File: src/rtl/core/skn_pkg.sv
package skn_pkg;

  localparam int MAX_KEYS = 64;
  localparam int KEY_W    = 32;
  localparam int CNT_W    = 7;
  localparam int IDX_W    = $clog2(MAX_KEYS);

  typedef enum logic [2:0] {
    OP_READ      = 3'd0,
    OP_WRITE     = 3'd1,
    OP_INSERT    = 3'd2,
    OP_REMOVE    = 3'd3,
    OP_SRCH_UP   = 3'd4,
    OP_SRCH_EQ   = 3'd5,
    OP_SRCH_LE   = 3'd6,
    OP_SET_COUNT = 3'd7
  } op_t;

  typedef enum logic {
    ST_IDLE    = 1'b0,
    ST_RESOLVE = 1'b1
  } state_t;

  typedef struct packed {
    logic [2:0]       opcode;
    logic [KEY_W-1:0] key;
    logic [CNT_W-1:0] index;
    logic [CNT_W-1:0] new_count;
  } in_beat_t;

  typedef struct packed {
    logic [KEY_W-1:0] key_out;
    logic [CNT_W-1:0] position;
    logic             error;
    logic [CNT_W-1:0] count;
  } out_beat_t;

  // broadcast to every cell on an accepted beat
  typedef struct packed {
    logic             accept;
    logic             err;
    op_t              op;
    logic [KEY_W-1:0] key;
    logic [CNT_W-1:0] index;
    logic [CNT_W-1:0] count;
  } cell_cmd_t;

  // held between accept and result
  typedef struct packed {
    op_t              op;
    logic             err;
    logic [CNT_W-1:0] count;
  } pend_t;

endpackage

File: src/rtl/core/skn_cell.sv
module skn_cell (
  input  logic                       clk,
  input  logic [skn_pkg::CNT_W-1:0]  cell_idx,
  input  skn_pkg::cell_cmd_t         cmd,
  input  logic [skn_pkg::KEY_W-1:0]  left_key,
  input  logic [skn_pkg::KEY_W-1:0]  right_key,
  output logic [skn_pkg::KEY_W-1:0]  key_q,
  output logic                       gt_q,
  output logic                       eq_q,
  output logic [skn_pkg::KEY_W-1:0]  rd_q
);
  import skn_pkg::*;

  logic [KEY_W-1:0] key_q_next;
  logic             sel;
  logic             in_range;
  logic             ins_shift;
  logic             rem_shift;

  assign sel       = (cell_idx == cmd.index);
  assign in_range  = (cell_idx < cmd.count);
  assign ins_shift = (cell_idx > cmd.index) && (cell_idx <= cmd.count);
  assign rem_shift = (cell_idx >= cmd.index) &&
                     (({1'b0, cell_idx} + (CNT_W+1)'(1)) < {1'b0, cmd.count});

  always_comb begin
    key_q_next = key_q;
    if (cmd.accept && !cmd.err) begin
      case (cmd.op)
        OP_WRITE: begin
          if (sel) key_q_next = cmd.key;
        end
        OP_INSERT: begin
          if (sel) key_q_next = cmd.key;
          else if (ins_shift) key_q_next = left_key;
        end
        OP_REMOVE: begin
          if (rem_shift) key_q_next = right_key;
        end
        default: key_q_next = key_q;
      endcase
    end
  end

  always_ff @(posedge clk) begin
    key_q <= key_q_next;
    if (cmd.accept) begin
      // compare against the pre-update contents
      gt_q <= in_range && (key_q > cmd.key);
      eq_q <= (key_q == cmd.key);
      rd_q <= sel ? key_q : '0;
    end
  end

endmodule

File: config.mk
export PLATFORM = sky130hd
export DESIGN_NAME = skn_cell
export DESIGN_NICKNAME = d
export VERILOG_FILES = /design/src/rtl/core/skn_pkg.sv /design/src/rtl/core/skn_cell.sv
export SDC_FILE = /design/constraint.sdc
export NUM_CORES = 1
export LEC_CHECK = 0
export BUFFER_PORTS_ARGS = -buffer_cell sky130_fd_sc_hd__clkbuf_2
export CAP_MARGIN = 0
export CORE_MARGIN = 1.5
export CORE_UTILIZATION = 42
export CTS_BUF_LIST = sky130_fd_sc_hd__clkbuf_2 sky130_fd_sc_hd__clkbuf_4 sky130_fd_sc_hd__clkbuf_8
export DETAILED_ROUTE_END_ITERATION = 8
export HOLD_SLACK_MARGIN = 0.12
export PLACE_DENSITY_LB_ADDON = 0.08
export SYNTH_ARGS = -nofsm -noshare
export SYNTH_HDL_FRONTEND = slang
export SYNTH_SLANG_ARGS = --single-unit
File: constraint.sdc
create_clock -name clk -period 8.6 [get_ports clk]
set_input_delay 1.72 -clock clk [delete_from_list [all_inputs] [get_ports clk]]
set_output_delay 1.72 -clock clk [all_outputs]
set_load 0.01 [all_outputs]
Word level (Yosys, flattened, before mapping)
Index checks and enable logic that the tools add are counted.

Register bits after elaboration: 66. Word-level logic and storage cells: 31.

$add $sub $neg: 1. Magnitude comparators: 6. Equal/unequal tests: 8. Muxes and demuxes: 5. Reduce and logical (&&, ||, !) cells: 7.

Operators by type and width (number): 2-to-1 mux 32 bit (4); one-hot mux 32 bit (3 select lines) (1); equality test 32 bit (1); greater-than comparator 32 bit (1); adder 7 x 1 -> 8 bit, second input constant (1); less-than comparator 8 x 7 -> 1 bit (1); equality test 7 bit (1); >= comparator 7 bit (1); greater-than comparator 7 bit (1); less-or-equal comparator 7 bit (1); less-than comparator 7 bit (1); equality test 3 x 2 -> 1 bit, second input constant (2); AND reduction 5 bit (1); logical AND 1 bit (4); != test 2 bit, second input constant (2); equality test 3 x 1 -> 1 bit, second input constant (1); != test 3 bit, second input constant (1); nonzero test 3 bit (1); zero test 1 bit (1).

Logic depth before layout (Yosys ltp)
Gate-level depths: netlist of run 1.

Depth after elaboration: 5. Depth in mapped cells: 9. Depth with buffers taken out: 9.

Worst setup path after synthesis of run 1
No wires, ideal clock.

Path type: in2reg. Start point: in cell_idx[1] (netlist bit). End point: reg key_q[0] (netlist bit) (enable). Library setup time: 0.450 ns. Data arrival time: 4.885 ns. Path slack: 3.265 ns. Stages: 9. Cells stage by stage: and3_1 -> nand3_1 -> xnor2_1 -> ha_1 -> a21o_1 -> nand2_1 -> o2111ai_1 -> o22a_1 -> a2111oi_2.

Cells in the longest elaborated chain, start to end: 5. Elaborated cells on any way between the ends: 12.

RTL lines: start, declared (line skn_cell.sv:3) `input logic [skn_pkg::CNT_W-1:0] cell_idx,`; adder 7 x 1 -> 8 bit (line skn_cell.sv:24) `(({1'b0, cell_idx} + (CNT_W+1)'(1)) < {1'b0, cmd.count});`; less-than comparator 8 x 7 -> 1 bit (line skn_cell.sv:24); logical AND 1 bit (line skn_cell.sv:23) `assign rem_shift = (cell_idx >= cmd.index) &&`; != test 2 bit (no line); AND reduction 5 bit (no line) *; end signal, assigned (line skn_cell.sv:46) `key_q <= key_q_next;`; end, declared (line skn_cell.sv:7) `output logic [skn_pkg::KEY_W-1:0] key_q,`.

Mark *: on every way between the ends. The rest lies on a longest branch, timed or not. A chain may end at the register's enable or synchronous reset.

Final worst setup path of run 1
Start point: in cmd[46] (netlist bit). End point: reg key_q[22] (netlist bit) (enable).

Cells in the longest elaborated chain, start to end: 3. Elaborated cells on any way between the ends: 8.

RTL lines: start, declared (line skn_cell.sv:4) `input skn_pkg::cell_cmd_t cmd,`; equality test 3 x 2 -> 1 bit or equality test 3 x 1 -> 1 bit (tied branches) (line skn_cell.sv:29) `case (cmd.op)`; != test 3 bit (no line), or another cell as far along; AND reduction 5 bit (no line) *.

Marked as above.

==> results of run 1 <==
-- critical path: cells and delay by family --
family / cells / cell delay [ns]
buffers and inverters: 3 / 1.29
AOI/OAI and AO/OA: 3 / 1.39
and+or+nand+nor: 1 / 0.37
-- flip-flops by register name, indices dropped and copies added, names as in the netlist --
| register | cells |
|---|---|
| key_q | 32 |
| rd_q | 32 |
| eq_q | 1 |
| gt_q | 1 |
-- synth_stat cells, drive strengths merged, types with 3 or more instances --
cell type / n / area share
edfxtp: 66 / 0.45
nor2: 8 / 0.011
and2: 31 / 0.044
o21ai: 37 / 0.042
inv: 49 / 0.042
nand2: 21 / 0.018
a21o: 4 / 0.0068
nor3b: 11 / 0.019
ha: 54 / 0.15
clkbuf: 12 / 0.010
a211oi: 3 / 0.0051
a22oi: 42 / 0.071
buf: 9 / 0.014
nor3: 3 / 0.0045
o211ai: 3 / 0.0051
xnor2: 4 / 0.0079
nand4: 10 / 0.016
a21oi: 32 / 0.036
nand3: 10 / 0.011
-- final cells by class --
type                       count  area (sq um)
clock buffer                  10           131
clock inverter                 6          81.3
fill                         966          4600
inverter                      49           184
multi-input combinational    292          2170
sequential                    66          1980
tap                          136           170
timing repair buffer         191           963
-- power breakdown --
group          switching (mW)  leakage (nW)  internal (mW)
registers             0.00601         0.646          0.367
clock network           0.121         0.107          0.165
logic                  0.0812          1.96         0.0654
total                   0.208          2.71          0.596
-- cell families (layout without fill, tap and decap cells) --
group                      after synthesis  count (layout)  synth area share
AOI/OAI and AO/OA                      129             129             0.184
and+or+nand+nor                        103             103             0.136
buffers and inverters                   70             256            0.0657
DFF                                     66              66             0.449
adders and majority gates               54              54             0.153
xor gates and xnor gates                 6               6            0.0119
-- worst max-delay path by stage --
stage	startpoint	endpoint	slack [ns]	cells after the start
3_5_place_dp	cmd[46]	key_q[19]	3.41	7
5_1_grt	cmd[46]	key_q[24]	3.58	7
2_1_floorplan	cell_idx[1]	key_q[0]	3.26	9
6_report	cmd[46]	key_q[22]	3.83	7
3_3_place_gp	cmd[46]	key_q[30]	3.50	7
4_1_cts	cmd[46]	key_q[18]	3.76	7
-- routing by layer --
metal	up-vias	wire length [um]	GRT usage
met3	14	794	0.0612
met4	0	161	0.0521
met5	-	0	0
met2	145	5810	0.379
li1	1949	-	-
met1	1829	5110	0.268
-- per-stage QoR --
stage,instances,worst slack [ns],utilization
after floorplan,428,3.26,-
after global placement,734,3.50,0.532
after detailed placement,734,3.41,0.532
after CTS,750,3.76,0.552
after global routing,750,3.58,0.552
final,750,3.83,0.552
==> flow_summary.json, run 1 <==
{
  "cts_max_level": 3,
  "setup-tns-final_ns": 0,
  "yosysWarnings": 0,
  "rrSetupSlack_ns": 6.55,
  "critical-path-max-stage-delay_ns": 0.94,
  "drc": 0,
  "skew_ns": 0.0125,
  "clk_path_buf_depth": 2,
  "hold_start": "key_q[24]",
  "worst-slew-pin-transition_ns": 1.21,
  "power-per-cell-area_nw_per_um2": 142,
  "placed_area_sq_um": 5470,
  "io_pins": 189,
  "layout_commonest_cell": "clkbuf_2",
  "path_cells": "clkbuf_2 > inv_2 > nor2_8 > o2111ai_1 > o22a_1 > a2111oi_4 > buf_4",
  "crit_slowest_cell": "a2111oi_4",
  "critPathArrivalTime_ns": 4.80,
  "fin_crit_sh": 0.555,
  "synthArstFlopShare": 0,
  "period_needed_ns": 4.77,
  "status": "finished, final reports clean",
  "ctsRootBufferMaster": "clkbuf_8",
  "routed-via-count": 3937,
  "critPathMaxFanout": 45,
  "grt_pass1_wl_mm": 19.0,
  "p_leak_nw": 2.71,
  "first_pass_iters": 5,
  "final_cell_mix": "clkbuf_2 (188), edfxtp_1 (66), ha_1 (54)",
  "total_power_uw": 804,
  "drt_iter0_drc": 184,
  "r2r-start": "key_q[30]",
  "syn_area_sq_um": 4420,
  "port_buffers": 188,
  "post_cts_resized": 0,
  "clk_latency_ns": 0.34,
  "crit_required_ns": 8.62,
  "dp.final_hpwl_mm": 9.04,
  "yosysUniqueCellTypes": 41,
  "finalNetCount": 786,
  "r2r-end": "gt_q",
  "wire_per_inst_um": 15.8,
  "finalHoldWorstSlack_ns": 0.592,
  "grt_usage": 0.218,
  "cts.sinks": 66,
  "cts_buffers": 9,
  "max_cap_viol_count": 0,
  "placement_rows": 37,
  "gp_congestion": 0.798,
  "cts_setup_buffers": 0,
  "worst-r2r-cell-count": 6,
  "cts_tree": "yes",
  "post-route-cell-area_sq_um": 5680,
  "routed_via_density": 5.25,
  "drive_above_1_share": 0.349,
  "max_freq_mhz": 209,
  "antenna_cells": 0,
  "setup_viol": 0,
  "maxSlewHeadroom": 0.196,
  "synth_seq_area_share": 0.449,
  "syn_inst": 428,
  "start_util": 0.430,
  "synth-main-ff-cell": "edfxtp_1",
  "grt_overflow_total": 0,
  "hold_end": "rd_q[24]",
  "synth-edff-count": 66,
  "die_y_um": 106,
  "core_area_sq_um": 10300,
  "synth-seq-cells": 66,
  "rsz0062_at_grt": "false",
  "hold_path_class": "flip-flop to flip-flop",
  "wirelength_mm": 11.9,
  "die_width_um": 106,
  "hold_viol": 0,
  "grt_max_degree": 67,
  "startpoint_type": "input pin",
  "ant_nets": 0,
  "antenna_found_initial": 0,
  "synth.avg_cell_area_sq_um": 10.3,
  "path_clk_slew_ns": 0.08,
  "syn_nets": 605,
  "postCtsHoldBufs": 0,
  "grt_pass1_vias": 3928,
  "worstSetupPathType": "input pin to flip-flop",
  "ir_drop_v": 0.0000859,
  "die_area_sq_um": 11100,
  "cp-end-kind": "flip-flop",
  "holdPathStages": 1,
  "slew_violations": 0,
  "area_delta_synth_final_pct": 28.6
}
(Power assumes the default switching activity.)
==> run 2: changes to the inputs <==
- clock period: 8.6 -> 4.8 ns (I/O delays scaled with it)
==> flow_summary.json, run 2 (same netlist as run 1, synthesis figures left out) <==
{
  "cts.sinks": 66,
  "die_area_sq_um": 11100,
  "met2_length_mm": 5.56,
  "met3_wirelength_um": 881,
  "drive_above_1_share": 0.347,
  "cts_setup_buffers": 0,
  "layout_commonest_cell": "clkbuf_2",
  "grt_pass1_wl_mm": 19.0,
  "crit_family": "simple AND/OR/NAND/NOR gates",
  "cts_buffers": 9,
  "critPathArrivalTime_ns": 3.12,
  "max_cap_viol_count": 0,
  "cp-endpoint": "key_q[6]",
  "crit_cells": 8,
  "drt_iter0_drc": 153,
  "grt_pass1_vias": 3933,
  "total_power_mw": 1.37,
  "crit_slowest_cell": "nor2_4",
  "setup_viol": 0,
  "grt_max_degree": 46,
  "status": "finished, final reports clean",
  "routed-via-count": 3904,
  "worst-slew-pin-transition_ns": 0.981,
  "crit_required_ns": 4.98,
  "path_clk_slew_ns": 0.07,
  "slew_violations": 0,
  "clk_path_buf_depth": 2,
  "final_cell_mix": "clkbuf_2 (188), edfxtp_1 (66), ha_1 (54)",
  "postCtsHoldBufs": 0,
  "reg_top3": "key_q (32), rd_q (32)",
  "power-per-cell-area_nw_per_um2": 242,
  "wirelength_mm": 11.7,
  "placement_rows": 37,
  "dp.final_hpwl_mm": 9.00,
  "routed.top_layer": "met4",
  "holdPathStages": 1,
  "ant_nets": 0,
  "hold_viol": 0,
  "worst-r2r-cell-count": 6,
  "maxSlewHeadroom": 0.345,
  "cts_tree": "yes",
  "antenna_found_initial": 0,
  "antenna_cells": 0,
  "cts_max_level": 3,
  "drt-met1-wl_mm": 5.05,
  "path_cells": "clkbuf_2 > ha_1 > nand4_2 > nor2_4 > buf_4 > a21o_1 > nand2_1 > o21ai_0",
  "rrSetupSlack_ns": 2.69,
  "rsz0062_at_grt": "false",
  "period_needed_ns": 2.94,
  "grt_usage": 0.218,
  "finalNetCount": 789,
  "skew_ns": 0.00896,
  "cp-end-kind": "flip-flop",
  "startpoint_type": "input pin",
  "worstSetupPathType": "input pin to flip-flop",
  "r2r-start": "key_q[30]",
  "first_pass_iters": 4,
  "ir_drop_v": 0.000114,
  "start_util": 0.430,
  "fin_crit_sh": 0.612,
  "core_area_sq_um": 10300,
  "post_cts_resized": 0,
  "gp_congestion": 0.782,
  "hold_path_class": "flip-flop to flip-flop",
  "area_delta_synth_final_pct": 28.3,
  "die_y_um": 106,
  "final.setup.worst_slack_ns": 1.86,
  "critical-path-max-stage-delay_ns": 0.47,
  "p_leak_nw": 2.71,
  "routed_via_density": 5.19,
  "max_freq_mhz": 340,
  "critPathLaunch": "cell_idx[5]",
  "grt_overflow_total": 0,
  "path_buf_inv": 2,
  "wire_per_inst_um": 15.6,
  "clk_latency_ns": 0.34,
  "die_width_um": 106,
  "r2r-end": "gt_q",
  "port_buffers": 188,
  "dp_slack_ns": 1.45,
  "io_pins": 189,
  "setup-tns-final_ns": 0,
  "critPathMaxFanout": 42,
  "drc": 0,
  "ctsRootBufferMaster": "clkbuf_8"
}
[run 2: power by group]
part | leakage (nW) | switching (mW) | total [mW] | internal (mW)
registers | 0.646 | 0.0102 | 0.667 | 0.657
logic | 1.97 | 0.144 | 0.262 | 0.118
clock network | 0.0921 | 0.208 | 0.445 | 0.237
total | 2.71 | 0.362 | 1.37 | 1.01
[run 2: stage by stage]
stage                     hold slack (ns)  cells  utilization  instance area, sq um
after floorplan                     0.624    428            -                  4420
after global placement              0.586    737        0.534                  5490
after detailed placement            0.585    737        0.534                  5490
after CTS                           0.600    752        0.551                  5670
after global routing                0.624    752        0.551                  5670
final                               0.593    752        0.551                  5670
[run 2: metal layers]
metal / vias up / GRT usage
li1: 1952 / -
met1: 1777 / 0.276
met2: 156 / 0.367
met3: 19 / 0.0526
met4: 0 / 0.0724
met5: - / 0
[run 2: worst min-delay path by stage]
| stage | from | end | slack [ns] |
|---|---|---|---|
| after floorplan | key_q[21] | rd_q[21] | 0.62 |
| after global placement | key_q[24] | rd_q[24] | 0.59 |
| after detailed placement | key_q[18] | rd_q[18] | 0.59 |
| after CTS | key_q[18] | rd_q[18] | 0.60 |
| after global routing | key_q[18] | rd_q[18] | 0.62 |
| final | key_q[24] | rd_q[24] | 0.59 |
[run 2: final cells by class]
type | count | area (sq um)
Multi-Input combinational cell | 292 | 2170
Clock inverter | 5 | 46.3
Sequential cell | 66 | 1980
Timing Repair Buffer | 194 | 986
Tap cell | 136 | 170
Fill cell | 995 | 4610
Clock buffer | 10 | 131
Inverter | 49 | 184
